`src/cpnp_pkg.sv`:
```
// Package for the collider pair narrow-phase block: constants, state codes,
// command and status structs shared by controller, datapath and top level.
`timescale 1ns / 1ps

package cpnp_pkg;

    localparam int FRAC_BITS_DEF = 16;
    localparam int NORM_ONE      = 65536;
    localparam int NORM_W        = 18;
    localparam int CW            = 32;
    localparam int EW            = 31;

    typedef enum logic [2:0] {
        ST_IDLE,
        ST_PREP,
        ST_SQ,
        ST_SQRT,
        ST_DIV,
        ST_FIN
    } t_state;

    // Commands from the controller to the datapath.
    typedef struct packed {
        logic       load;
        logic       prep;
        logic       sq;
        logic [1:0] sq_idx;
        logic       sqrt_start;
        logic       sqrt_step;
        logic       div_start;
        logic       div_step;
        logic [1:0] div_idx;
        logic       fin;
    } t_cmd;

    // Status from the datapath to the controller.
    typedef struct packed {
        logic need_dist;
        logic sqrt_done;
        logic div_done;
        logic need_div;
    } t_stat;

endpackage

```
`src/cpnp_ctrl.sv`:
```
// Controller state machine for the narrow-phase test.
// Depends on cpnp_pkg.
`timescale 1ns / 1ps

module cpnp_ctrl (
    input  logic            i_clk,
    input  logic            i_rst_n,
    input  logic            i_go,
    input  logic            i_out_ready,
    input  cpnp_pkg::t_stat i_stat,
    output cpnp_pkg::t_cmd  o_cmd,
    output logic            o_busy,
    output logic            o_out_valid
);
    import cpnp_pkg::*;

    t_state     r_state, n_state;
    logic [1:0] r_idx, n_idx;
    logic       r_out_valid, n_out_valid;

    always_ff @(posedge i_clk) begin
        if (!i_rst_n) begin
            r_state     <= ST_IDLE;
            r_idx       <= '0;
            r_out_valid <= 1'b0;
        end else begin
            r_state     <= n_state;
            r_idx       <= n_idx;
            r_out_valid <= n_out_valid;
        end
    end

    always_comb begin
        n_state     = r_state;
        n_idx       = r_idx;
        n_out_valid = r_out_valid && !i_out_ready;
        o_cmd       = '0;
        o_busy      = 1'b1;
        unique case (r_state)
            ST_IDLE: begin
                o_busy = 1'b0;
                if (i_go) begin
                    o_cmd.load = 1'b1;
                    n_state    = ST_PREP;
                end
            end
            ST_PREP: begin
                o_cmd.prep = 1'b1;
                n_idx      = '0;
                n_state    = ST_SQ;
            end
            ST_SQ: begin
                o_cmd.sq     = 1'b1;
                o_cmd.sq_idx = r_idx;
                if (r_idx == 2'd2) begin
                    n_state = i_stat.need_dist ? ST_SQRT : ST_FIN;
                    o_cmd.sqrt_start = i_stat.need_dist;
                end else begin
                    n_idx = r_idx + 2'd1;
                end
            end
            ST_SQRT: begin
                o_cmd.sqrt_step = 1'b1;
                if (i_stat.sqrt_done) begin
                    n_idx = '0;
                    if (i_stat.need_div) begin
                        o_cmd.div_start = 1'b1;
                        n_state = ST_DIV;
                    end else begin
                        n_state = ST_FIN;
                    end
                end
            end
            ST_DIV: begin
                o_cmd.div_step = 1'b1;
                o_cmd.div_idx  = r_idx;
                if (i_stat.div_done) begin
                    if (r_idx == 2'd2) begin
                        n_state = ST_FIN;
                    end else begin
                        n_idx           = r_idx + 2'd1;
                        o_cmd.div_start = 1'b1;
                    end
                end
            end
            ST_FIN: begin
                // The result register frees up at the edge where the sink takes it.
                if (!r_out_valid || i_out_ready) begin
                    o_cmd.fin   = 1'b1;
                    n_out_valid = 1'b1;
                    n_state     = ST_IDLE;
                end
            end
            default: n_state = ST_IDLE;
        endcase
    end

    assign o_out_valid = r_out_valid;

    a_div_idx: assert property (@(posedge i_clk) disable iff (!i_rst_n)
        r_state == ST_DIV |-> r_idx != 2'd3)
        else $error("divide index out of range");
    a_out_hold: assert property (@(posedge i_clk) disable iff (!i_rst_n)
        (r_out_valid && !i_out_ready) |=> r_out_valid)
        else $error("result dropped");
    a_idle_go: assert property (@(posedge i_clk) disable iff (!i_rst_n)
        (r_state == ST_IDLE && i_go) |=> r_state == ST_PREP)
        else $error("test not started");
endmodule

```
`config.mk`:
```
export PLATFORM = sky130hd
export DESIGN_NAME = cpnp_ctrl
export DESIGN_NICKNAME = d
export VERILOG_FILES = /design/src/cpnp_pkg.sv /design/src/cpnp_ctrl.sv
export SDC_FILE = /design/constraint.sdc
export NUM_CORES = 1
export LEC_CHECK = 0
export ABC_AREA = 1
export BUFFER_PORTS_ARGS = -buffer_cell sky130_fd_sc_hd__clkbuf_2
export CAP_MARGIN = 20
export CORE_UTILIZATION = 29
export DETAILED_ROUTE_END_ITERATION = 6
export GPL_TIMING_DRIVEN = 1
export RECOVER_POWER = 50
export SLEW_MARGIN = 20
export SYNTH_ARGS = -nofsm -noshare
export SYNTH_HDL_FRONTEND = slang
export SYNTH_SLANG_ARGS = --single-unit
```
`constraint.sdc`:
```
create_clock -name i_clk -period 1.41 [get_ports i_clk]
set_input_delay 0.282 -clock i_clk [delete_from_list [all_inputs] [get_ports i_clk]]
set_output_delay 0.282 -clock i_clk [all_outputs]
set_load 0.01 [all_outputs]
```
==> results_dict.tcl <==
set metrics [dict create \
    placed_cells 124 \
    gr-usage-met3 0.0170 \
    ys_ff_latch 6 \
    vias_per_cell 4.81 \
    slew-limit-headroom 0.802 \
    synth_area_sq_um 484 \
    grt_pass1_vias 564 \
    synth_top_flop_cell "dfxtp_1" \
    slowest_stage "dfxtp_4" \
    yosys_warnings 0 \
    synth_top_area_cell "dfxtp_1" \
    die_x_um 42.9 \
    synth_edf_count 0 \
    use_met2 0.288 \
    cts_tree "yes" \
    fmaxAchievable_mhz 687 \
    end_kind "primary output" \
    coreArea_sq_mm 0.00154 \
    syn-num-nets 96 \
    antenna_violating_nets_post_route 0 \
    grt_busiest_layer "met2" \
    insertion_delay_ps 240 \
    detailed_place_hpwl_um 953 \
    syn_avg_cell_area_sq_um 5.57 \
    n_fill_cell 148 \
    crit_top_cell "buf_6" \
    grt_util_all_layers 0.158 \
    fin_cells 136 \
    grt_antenna_before_repair 0 \
    via_count 654 \
    synth.area.top_cells "dfxtp_1, nor2_1, nand2_1" \
    yosys.cell_types.count 16 \
    synth_top_area_share 0.248 \
    ys_async_sr_fraction 0 \
    regArea_sq_um 131 \
    drc_errors 0 \
    status "finished with violations" \
    fin_crit_sh 1.03 \
    total_power_uw 1580 \
    cts_made_buffers 3 \
    max_cap_viol_count 0 \
    clk_pin_slew_ps 40 \
    io-pin-count 22 \
    fin_crit_ps 1460 \
    setup_viol_count_final 4 \
    yosysSeqAreaShare 0.248 \
    drtPass1Iterations 4 \
    cts.sinks 6 \
    ctsHtreeMaxLevel 1 \
    finalWirelength_um 1470 \
    die_y_um 42.9 \
    worstPathArrival_ps 1170 \
    drv_slew 0 \
    slowest_delay_ps 360 \
    power_density_mw_per_mm2 1930 \
    p_leak_uw 0.000439 \
    violations "setup timing" \
    grt_max_degree 10 \
    grt-ovfl-total 0 \
    yosysMostFrequentCell "nor2_1" \
    critical_path_class "flip-flop to primary output" \
    area_growth_syn_to_layout_pct 68.5 \
    grt_use_met1 0.172 \
    fin_setup_tns_ps -116 \
    tightest_slew_ps 296 \
    crit_required_ps 1130 \
    wl_per_cell_um 10.8 \
    clockBufferDepth 2 \
    drt_iter0_markers 14 \
    ys_top_cells_by_count "nor2_1, nand2_1, inv_1" \
    crit_fanout 5 \
    setup.worst_path.start_class "flip-flop" \
    clockRootBuffer "clkbuf_4" \
    final.setup_skew_ps 2.81 \
    worstHoldPathType "input port to flip-flop" \
    diodes 0 \
    rows 14 \
    multi_input_area_sq_um 387 \
    ir_drop_mv 0.660 \
    drive_gt1_frac 0.517 \
    critPathBufInv 2 \
    synthCells 87 \
    post-place-ws_ps 30.4 \
    crit_family "flip-flops" \
    rsz0062_at_grt "true" \
    initial_utilization 0.314 \
    cts_hold_buf 0 \
    gp_congestion 0.764 \
    port_buffers 21 \
    fp.dieArea_sq_mm 0.00184 \
    grt_pass1_wl_um 2230 \
    fin_ws_ps -45.9 \
    fin_nets 131 \
    fin_util 0.529 \
    hold_viol_final 0 \
    cp_cell_sequence "nor2_4 -> nand2_2 -> buf_6 -> buf_6" \
]
-- flip-flops by register name, indices dropped and copies added, names as in the netlist --
| register | cells |
|---|---|
| o_out_valid | 1 |
| r_state | 3 |
| r_idx | 2 |
-- worst reg2reg max path, cell delays in order (launching register included) --
cell and delay [ps]:
dfxtp_4 360, nor2_4 220, nand3_4 100, buf_4 140, buf_4 130, nand2_2 80, nor2_4 60, a21oi_1 130
nor2_1 60
-- path summary, 6_finish.rpt --
path | startpoint | end | slack (ps) | depth (start not counted)
setup / recovery | r_state[1] | o_busy | -50 | 4
hold / removal | i_rst_n | r_state[0] | 310 | 3
setup reg to reg | r_state[1] | r_state[2] | 30 | 8
hold reg to reg | r_idx[0] | r_idx[0] | 470 | 2
-- power breakdown --
part	leakage, uW	switching [uW]	internal [uW]
clock	0.0000138	55.6	95.9
combinational	0.000374	591	485
sequential	0.0000517	108	242
total	0.000439	754	823
-- cells by family (layout without fill, tap and decap cells) --
group                    after synthesis  after routing  share of synthesized area
AND/OR/NAND/NOR                       55             55                      0.491
flip-flops                             6              6                      0.248
adder cells (fa/ha/maj)                1              1                     0.0258
AO/OA/AOI/OAI                          9              9                      0.103
buffers and inverters                 16             49                      0.132
-- layer usage --
metal	vias up	share of wire
met1	299	0.41
met3	2	0.035
li1	340	-
met4	0	0.0075
met2	13	0.54
met5	-	0
-- what timing repair did --
| action | in CTS | in global routing |
|---|---|---|
| pin swaps | 2 | 9 |
| buffers inserted | 5 | 4 |
| endpoints found under the setup margin | 12 | 14 |
| gates resized for setup | 16 | 29 |
-- through the flow --
stage | hold WS, ps | area [sq um]
2_1_floorplan | 403 | 484
3_3_place_gp | 453 | 609
6_report | 309 | 816
4_1_cts | 304 | 709
5_1_grt | 316 | 816
3_5_place_dp | 458 | 609
-- area by class of cell --
cell class | count | area share
Clock buffer | 3 | 0.0276
Multi-Input combinational cell | 65 | 0.474
Tap cell | 16 | 0.0245
Sequential cell | 6 | 0.161
Timing Repair Buffer | 31 | 0.241
Inverter | 15 | 0.0721
-- cell usage in the layout (no fill, tap or decap), types with 2 or more instances in the layout --
cell type,instances
clkbuf_4,3
dfxtp_4,2
buf_2,8
nor2_1,18
buf_4,9
inv_1,10
nand2_1,13
nand3_2,2
nor2_2,4
nand2_2,2
nor2_4,3
clkbuf_2,11
nor3_2,2
nand2_4,2
a21oi_1,4
o21ai_1,2
buf_6,3
dfxtp_2,3
nand3_1,7
inv_2,4
Power figures use the tool's default switching activity.
